==> config.mk <==
export PLATFORM = sky130hd
export DESIGN_NAME = stuffed_frame_deframer_top_flat
export DESIGN_NICKNAME = d
export VERILOG_FILES = /design/src/sfd_pkg.sv /design/src/sfd_if.sv /design/src/sfd_core.sv /design/src/stuffed_frame_deframer_top.sv /design/src/flat_wrapper.sv
export SDC_FILE = /design/constraint.sdc
export NUM_CORES = 1
export LEC_CHECK = 0
export BUFFER_PORTS_ARGS = -buffer_cell sky130_fd_sc_hd__buf_2
export CAP_MARGIN = 5
export CORE_ASPECT_RATIO = 0.9
export CORE_UTILIZATION = 50
export CTS_BUF_LIST = sky130_fd_sc_hd__clkbuf_16
export DETAILED_ROUTE_END_ITERATION = 12
export PLACE_DENSITY = 0.77
export SYNTH_ARGS = -nofsm -noshare
export SYNTH_HDL_FRONTEND = slang
export SYNTH_SLANG_ARGS = --single-unit
==> constraint.sdc <==
create_clock -name clock -period 3.4 [get_ports clock]
set_input_delay 0.17 -clock clock [delete_from_list [all_inputs] [get_ports clock]]
set_output_delay 0.17 -clock clock [all_outputs]
set_load 0.005 [all_outputs]
==> src/sfd_pkg.sv <==
package sfd_pkg;

   localparam logic [7:0] START_BYTE = 8'h02;
   localparam logic [7:0] STOP_BYTE  = 8'h03;
   localparam logic [7:0] LEN_MASK   = 8'h7f;

   // one result of the deframer, valid marks that the byte produced one
   typedef struct packed {
      logic       valid;
      logic [7:0] field_byte;
      logic [6:0] field_index;
      logic       frame_done;
   } result_type;

endpackage

==> src/sfd_if.sv <==
interface sfd_req_if;
   logic       valid;
   logic       ready;
   logic [7:0] rx_byte;

   modport source (output valid, output rx_byte, input ready);
   modport sink   (input valid, input rx_byte, output ready);
endinterface

interface sfd_rsp_if;
   logic       valid;
   logic       ready;
   logic [7:0] field_byte;
   logic [6:0] field_index;
   logic       frame_done;

   modport source (output valid, output field_byte, output field_index,
                   output frame_done, input ready);
   modport sink   (input valid, input field_byte, input field_index,
                   input frame_done, output ready);
endinterface

==> src/sfd_core.sv <==
module sfd_core
   import sfd_pkg::*;
(
   input  logic       clock,
   input  logic       reset,
   input  logic       advance,
   input  logic [7:0] rx_byte,
   output result_type result
);

   typedef enum logic [1:0] {
      PHASE_HUNT = 2'd0,
      PHASE_LEN  = 2'd1,
      PHASE_BODY = 2'd2
   } phase_type;

   phase_type  phase_ff, phase_in;
   logic [6:0] length_ff, length_in;
   logic [7:0] count_ff, count_in;
   logic [6:0] position_ff, position_in;
   logic       escape_ff, escape_in;

   logic [7:0] count_inc;
   logic [7:0] limit;
   logic       special;

   assign count_inc = count_ff + 8'd1;
   assign limit     = {1'b0, length_ff} + 8'd1;
   assign special   = (rx_byte == START_BYTE) || (rx_byte == STOP_BYTE);

   always_comb begin
      phase_in    = phase_ff;
      length_in   = length_ff;
      count_in    = count_ff;
      position_in = position_ff;
      escape_in   = escape_ff;
      result      = '0;
      case (phase_ff)
         PHASE_HUNT: begin
            if (rx_byte == START_BYTE) begin
               phase_in = PHASE_LEN;
               count_in = '0;
            end
         end
         PHASE_LEN: begin
            length_in   = 7'(rx_byte & LEN_MASK);
            count_in    = '0;
            position_in = '0;
            escape_in   = 1'b0;
            phase_in    = PHASE_BODY;
         end
         PHASE_BODY: begin
            count_in = count_inc;
            if (count_inc > limit) begin
               // overrun past the closing count, drop frame
               phase_in  = PHASE_HUNT;
               escape_in = 1'b0;
            end else if (rx_byte == STOP_BYTE && count_inc == limit) begin
               phase_in          = PHASE_HUNT;
               escape_in         = 1'b0;
               result.valid      = 1'b1;
               result.frame_done = 1'b1;
            end else if (special && !escape_ff) begin
               // first copy of a doubled byte is dropped
               escape_in = 1'b1;
            end else begin
               escape_in          = 1'b0;
               result.valid       = 1'b1;
               result.field_byte  = rx_byte;
               result.field_index = position_ff;
               position_in        = position_ff + 7'd1;
            end
         end
         default: begin
            phase_in = PHASE_HUNT;
         end
      endcase
   end

   always_ff @(posedge clock) begin
      if (reset) begin
         phase_ff    <= PHASE_HUNT;
         length_ff   <= '0;
         count_ff    <= '0;
         position_ff <= '0;
         escape_ff   <= 1'b0;
      end else if (advance) begin
         phase_ff    <= phase_in;
         length_ff   <= length_in;
         count_ff    <= count_in;
         position_ff <= position_in;
         escape_ff   <= escape_in;
      end
   end

endmodule

==> src/stuffed_frame_deframer_top.sv <==
// channel  direction  payload
// req      in         rx_byte[7:0]
// rsp      out        field_byte[7:0], field_index[6:0], frame_done
//
// one byte per cycle sustained while rsp is ready; a byte goes input register
// -> state update -> result register, which presents its result on rsp.
// synchronous reset returns the deframer to hunting for a start byte.
// a held byte waits in the input register while an untaken result sits in the
// result register, whether or not the byte gives a result itself.
// with rsp stalled the input register still takes one more byte.
module stuffed_frame_deframer_top
   import sfd_pkg::*;
(
   input  logic      clock,
   input  logic      reset,
   sfd_req_if.sink   req_chan,
   sfd_rsp_if.source rsp_chan
);

   logic       in_valid_ff;
   logic [7:0] in_byte_ff;
   logic       out_valid_ff;
   logic [7:0] out_byte_ff;
   logic [6:0] out_index_ff;
   logic       out_done_ff;

   logic       advance;
   result_type result;

   // held byte moves on when the result register is free or being drained
   assign advance        = in_valid_ff && (!out_valid_ff || rsp_chan.ready);
   assign req_chan.ready = !in_valid_ff || advance;

   sfd_core u_core (
      .clock   (clock),
      .reset   (reset),
      .advance (advance),
      .rx_byte (in_byte_ff),
      .result  (result)
   );

   always_ff @(posedge clock) begin
      if (reset) begin
         in_valid_ff  <= 1'b0;
         out_valid_ff <= 1'b0;
      end else begin
         if (req_chan.valid && req_chan.ready) begin
            in_valid_ff <= 1'b1;
            in_byte_ff  <= req_chan.rx_byte;
         end else if (advance) begin
            in_valid_ff <= 1'b0;
         end
         if (advance) begin
            out_valid_ff <= result.valid;
            if (result.valid) begin
               out_byte_ff  <= result.field_byte;
               out_index_ff <= result.field_index;
               out_done_ff  <= result.frame_done;
            end
         end else if (rsp_chan.ready) begin
            out_valid_ff <= 1'b0;
         end
      end
   end

   assign rsp_chan.valid       = out_valid_ff;
   assign rsp_chan.field_byte  = out_byte_ff;
   assign rsp_chan.field_index = out_index_ff;
   assign rsp_chan.frame_done  = out_done_ff;

endmodule

==> src/flat_wrapper.sv <==
// flat-port wrapper written by rule: the top's interface ports become plain ports
module stuffed_frame_deframer_top_flat import sfd_pkg::*;
  (clock, reset, req_chan_valid, req_chan_rx_byte, req_chan_ready, rsp_chan_valid, rsp_chan_field_byte, rsp_chan_field_index, rsp_chan_frame_done, rsp_chan_ready);
  sfd_req_if req_chan_i ();
  sfd_rsp_if rsp_chan_i ();
  input  logic clock;
  input  logic reset;
  input wire logic [$bits(req_chan_i.valid)-1:0] req_chan_valid;
  input wire logic [$bits(req_chan_i.rx_byte)-1:0] req_chan_rx_byte;
  output wire logic [$bits(req_chan_i.ready)-1:0] req_chan_ready;
  output wire logic [$bits(rsp_chan_i.valid)-1:0] rsp_chan_valid;
  output wire logic [$bits(rsp_chan_i.field_byte)-1:0] rsp_chan_field_byte;
  output wire logic [$bits(rsp_chan_i.field_index)-1:0] rsp_chan_field_index;
  output wire logic [$bits(rsp_chan_i.frame_done)-1:0] rsp_chan_frame_done;
  input wire logic [$bits(rsp_chan_i.ready)-1:0] rsp_chan_ready;
  assign req_chan_i.valid = req_chan_valid;
  assign req_chan_i.rx_byte = req_chan_rx_byte;
  assign req_chan_ready = req_chan_i.ready;
  assign rsp_chan_valid = rsp_chan_i.valid;
  assign rsp_chan_field_byte = rsp_chan_i.field_byte;
  assign rsp_chan_field_index = rsp_chan_i.field_index;
  assign rsp_chan_frame_done = rsp_chan_i.frame_done;
  assign rsp_chan_i.ready = rsp_chan_ready;
  stuffed_frame_deframer_top u_core (.clock(clock), .reset(reset), .req_chan(req_chan_i), .rsp_chan(rsp_chan_i));
endmodule
# Word level (Yosys, flattened, before mapping)
# Index checks and enable logic that the tools add are counted.
# Widths: inputs -> output; s select.
[op_classes] n_bitwise=2 reduce_logical=24 n_addsub=3 n_eq_ne=10 muxes=24 order_cmp=1
[op_table] op="$mux 17" count=2
[op_table] op="$pmux 8 s3" count=1
[op_table] op="$mux 7" count=3
[op_table] op="$eq 8x2->1 const B" count=2
[op_table] op="$mux 16" count=1
[op_table] op="$mux 15" count=1
[op_table] op="$pmux 7 s2" count=1
[op_table] op="$mux 1" count=9
[op_table] op="$reduce_and 3->1" count=3
[op_table] op="$add 7x1->8 const B" count=1
[op_table] op="$add 8x1->8 const B" count=1
[op_table] op="$eq 8x8->1" count=1
[op_table] op="$gt 8x8->1" count=1
[op_table] op="$mux 8" count=1
[op_table] op="$ne 2x2->1 const B" count=4
[op_table] op="$add 7x1->7 const B" count=1
[op_table] op="$mux 2" count=3
[op_table] op="$pmux 2 s3" count=1
[op_table] op="$reduce_and 2->1" count=3
[op_table] op="$reduce_bool 2->1" count=3
[op_table] op="$reduce_and 5->1" count=1
[op_table] op="$logic_and 1x1->1" count=4
[op_table] op="$reduce_or 4->1" count=1
[op_table] op="$logic_not 1->1" count=3
[op_table] op="other kinds (9)" count=12
[word_totals] wordCells=75 regBits=51 input_bits=12 out_inout_bits=18

# Logic depth before layout (Yosys ltp)
[depth] depth_word=8 ltp_mapped=11 depth_no_buf=10

# Cells and area by module
# A second synthesis with hierarchy kept.
[unflattened] hier_cells=256 area_unflattened_um2=2701.3
[modules_own_cells] module="sfd_core" cells_each=221 area_each_um2=1863.0 instances=1 seq_area_each_um2=500.5
[modules_own_cells] module="stuffed_frame_deframer_top" cells_each=35 area_each_um2=838.3 instances=1 seq_area_each_um2=760.7

# Least setup slack after synthesis
# OpenSTA, ideal clock, no wires.
[synth_path] path_type="reg2reg" start="register u_core.u_core.count_ff[2]" end="register u_core.out_byte_ff[0], in the netlist u_core.rsp_chan.field_byte[0] (enable)" t_required_ns=2.991 stages_incl_launch_ff=11 path_buffers=0 t_arrival_ns=2.960 setup_ns=0.409 period_less_slack_ns=3.369 path_slack_ns=0.031 cell_sequence="dfxtp_1 > and3_1 > nand3_1 > nor2_1 > xor2_1 > ha_1 > a21oi_1 > o21ai_0 > inv_1 > a21oi_1 > nor3_1"
[synth_between] elab_chain_len=7 word_cells_on_any_way=8 classes_between="add/sub: 1; order compare: 1; eq/ne: 1; mux: 3; reduce/logical: 2"
[synth_rtl] element="start, declared" line_no="sfd_core.sv:19" text="logic [7:0] count_ff, count_in;"
[synth_rtl] element="start signal, assigned" line_no="sfd_core.sv:90" text="count_ff <= count_in;"
[synth_rtl] element="$add 8x1->8 *" line_no="sfd_core.sv:27" text="assign count_inc = count_ff + 8'd1;"
[synth_rtl] element="parallel branches: the longest is 3 deep, another holds $gt 8x8->1"
[synth_rtl] element="$mux 17 *" line_no="sfd_core.sv:54" text="if (count_inc > limit) begin"
[synth_rtl] element="$mux 17 *" line_no="sfd_core.sv:38" text="case (phase_ff)"
[synth_rtl] element="$reduce_and 3->1 (no line) *"
[synth_rtl] element="end signal, assigned" line_no="stuffed_frame_deframer_top.sv:56" text="out_byte_ff <= result.field_byte;"
[synth_rtl] element="end, declared" line_no="stuffed_frame_deframer_top.sv:23" text="logic [7:0] out_byte_ff;"
# Mark *: on every way between the ends.
# A chain may end at the register's enable or synchronous reset.

# Worst setup path in the final report
[layout_path] start="register u_core.u_core.count_ff[2]" end="register u_core.u_core.position_ff[5]"
[layout_between] elab_chain_len=5 word_cells_on_any_way=7 classes_between="add/sub: 1; order compare: 1; eq/ne: 3; reduce/logical: 2"
[layout_rtl] element="$add 8x1->8 *" line_no="sfd_core.sv:27"
[layout_rtl] element="parallel branches: the longest is 3 deep, another holds $gt 8x8->1"
[layout_rtl] element="$reduce_and 5->1 (no line) *"
[layout_rtl] element="end signal, assigned" line_no="sfd_core.sv:91" text="position_ff <= position_in;"
[layout_rtl] element="end, declared" line_no="sfd_core.sv:20" text="logic [6:0] position_ff, position_in;"
# Marks and branches as above.

==> impl_results.md <==
* Setup WS post-layout at 333 ps
* Final Power at 1250 µW
* Ys async rst share at 0%
* Floorplan core area at 0.00498 mm²
* Crit-path cells: and3_1 -> nand3_1 -> nor2_1 -> xor2_1 -> ha_1 -> a21oi_1 -> o21ai_0 -> or3_4 -> a2111oi_4 -> o211ai_1
* Router iterations before antenna repair at 4
* Post-CTS Repair Setup Buffers at 0
* Netlist Area Pre-Place at 0.00268 mm²
* Register area at 0.00126 mm²
* Commonest cells post-synth: dfxtp_1, nand2_1, edfxtp_1, nand3_1
* Setup TNS at 0 ps
* Total congestion overflow at 0
* Worst-path clk slew at 70 ps
* Quantity of gates resized following cts at 0
* Largest net degree at the start of global routing at 29
* Startpoint Class: flip-flop
* Primary FF master, synth: dfxtp_1
* Peak VDD IR at 0.000213 V
* Port buffer count at 29
* Final Critical Period at 3070 ps
* Critical path's slowest cell: a2111oi_4
* Die area at 0.00565 mm²
* Fmax at 0.326 GHz
* Sequential power share at 52.6%
* FF-to-FF path depth at 10
* Vias post-DR at 2012
* Antenna Nets Post-Route at 0
* Number of synthesis warnings at 0
* CTS Buffer Depth at 2
* Iter 0 DRT Violations at 118
* Area Overhead vs Synth at 14.8%
* Post-route clock skew at 6.63 ps
* Share of post-route cells with drive strength above 1 at 17.7%
* Initial Utilization at 53.7%
* Die height at 71.4 µm
* CP Capture Type: flip-flop
* Number of global-route vias before repair at 1878
* Post-synth top area cell: edfxtp_1
* Fin crit share at 90.2%
* Number of synthesized flops with an enable pin at 24
* Sw Ratio at 19.4%
* Clock Latency Late Sink at 290 ps
* GP Congestion at 0.827
* PD cells at 405 mW/mm²
* CP bufs+invs at 0
* WHS Path Cells at 1
* Maximum level of the CTS H-tree at 2
* Most common cell in the netlist: dfxtp_1
* CTS tree: done
* Hold path startpoint: req_chan_rx_byte[4]
* WP data required at 3550 ps
* Max cap viols at 0
* Die X at 79.1 µm
* CTS root buf: clkbuf_16
* Internal Power at 1000 µW
* Worst-Margin Slew at 631 ps
* Hold endpoint: u_core.in_byte_ff[4]
* DRT Wirelength at 5450 µm
* Comb pwr share at 2.2%
* Hold buffer count at CTS at 0
* Reg2reg setup slack at 330 ps
* Remaining DRCs at 0
* Final net count at 319
* Relative slew slack at 57.6%
* Wire length per cell at 15.2 µm
* Global-route wire length before repair at 9180 µm
* Synth Instances at 260
* Multi-input logic area at 0.00137 mm²
* Top cells by area, synth: edfxtp_1, dfxtp_1, ha_1
* Yosys top cell area share at 26.9%
* Finish-stage setup viols at 0
* Delay-heaviest family, CP: compound AO/OA/AOI/OAI gates
* Start of the worst register-to-register path: u_core.u_core.count_ff[2]
* Initial antenna violation count at 0
* Register area share after synthesis at 47.1%
* Critical path class: reg -> reg
* Num CTS Buffers at 5
* Delay of the slowest critical-path stage at 470 ps
* Row cnt at 24
* Pre-CTS setup slack at 380 ps
* Slew Limit Fails at 0
* # IOs at 30
* Post-Syn Nets at 287
* LEAKAGE at 0.00123 µW
* Final Hold Vio Count at 0
* Register bit total from synthesis at 51
* Syn avg cell area at 10.3 µm²
* # fillers at 421
* CTS sink cnt at 51
* RSZ-0062 raised after global routing: false
* Clock power share at 45.2%
* Crit path DAT at 3220 ps
* DP HPWL at 4050 µm
* Synth unique cells at 49
* GRT Util Overall at 21.2%
* Crit-path max FO at 5
* Ant. Diodes at 0
* Reg2reg end: u_core.u_core.position_ff[5]
* Hold WC Path Type: in -> reg
* Status: completed
* P_sw at 242 µW
* Vias/cell at 5.62
[layout by cell type (no fill, tap or decap), types with 2 or more instances in the layout]
cell	netlist	layout
buf_2	0	29
dfxtp_1	27	27
nand2_1	25	25
edfxtp_1	24	24
nand3_1	17	17
a21oi_1	15	15
ha_1	15	15
nor2_1	14	14
and2_1	13	13
mux2i_1	9	9
inv_1	7	7
and3_1	7	7
o21ai_0	7	7
nand2b_1	7	7
xnor2_1	6	6
xor2_1	5	5
nor2b_1	5	5
clkbuf_16	0	5
o211ai_1	4	4
or3_1	3	3
nor3_2	2	3
nor3_1	4	3
nor4_1	3	3
o2111ai_1	3	3
buf_4	0	3
or2_2	2	2
and4_1	2	2
nand4_1	2	2
a32o_1	2	2
a31o_1	2	2
[per-stage QoR]
step           instance area (µm²)  hold slack [ps]  utilization, %  std cells
2_1_floorplan                 2680              269               -        260
3_3_place_gp                  2900              347            58.3        350
3_5_place_dp                  2900              348            58.3        350
4_1_cts                       3070             47.9            61.6        358
5_1_grt                       3070             45.9            61.6        358
6_report                      3070             51.0            61.6        358
[registers in the layout, indices dropped and copies added (netlist names)]
signal / cells
u_core.in_byte_ff: 8
u_core.u_core.phase_ff: 2
u_core.u_core.count_ff: 8
u_core.rsp_chan.field_index: 7
u_core.rsp_chan.frame_done: 1
u_core.u_core.position_ff: 7
u_core.rsp_chan.valid: 1
u_core.rsp_chan.field_byte: 8
u_core.u_core.escape_ff: 1
u_core.in_valid_ff: 1
u_core.u_core.length_ff: 7
[metal layers]
metal | wire (µm) | GRT usage, %
met1 | 2550 | 28.4
met2 | 2560 | 34.2
met3 | 275 | 4.84
met4 | 63 | 6.46
met5 | 0 | 0
[layout make-up]
type / instances / area share, %
Sequential cell: 51 / 41.1
Clock buffer: 5 / 4.07
Clock inverter: 3 / 1.38
Multi-Input combinational cell: 195 / 44.5
Inverter: 7 / 0.855
Tap cell: 65 / 2.65
Timing Repair Buffer: 32 / 5.46
[worst max-delay path by stage]
stage	start	end	slack [ps]	cells after the start
after floorplan	u_core.u_core.count_ff[2]	u_core.rsp_chan.field_byte[0]	30	10
after global placement	u_core.u_core.count_ff[2]	u_core.u_core.position_ff[6]	470	10
after detailed placement	u_core.u_core.count_ff[2]	u_core.u_core.position_ff[5]	380	10
after CTS	u_core.u_core.count_ff[2]	u_core.u_core.position_ff[5]	350	10
after global routing	u_core.u_core.count_ff[2]	u_core.u_core.position_ff[5]	90	10
final	u_core.u_core.count_ff[2]	u_core.u_core.position_ff[5]	330	10
[power groups by stage]
stage | Sequential (µW) | Clock (µW) | Combinational (µW)
floorplan | 664 | 0 | 16.6
global placement | 669 | 0 | 26.4
detailed placement | 668 | 0 | 26.9
CTS | 655 | 573 | 27.3
global route | 656 | 596 | 29.4
finish | 655 | 563 | 27.2
[cell families after synthesis]
logic type,after synthesis,share of synthesized area [%]
and+or+nand+nor,114,23.9
DFF,51,47.1
AOI/OAI and AO/OA,46,13.0
adders and majority gates,15,7.01
buffers and inverters,14,1.96
xor gates and xnor gates,11,3.60
muxes,9,3.37
Note: power is estimated with default switching activity, not from simulation.
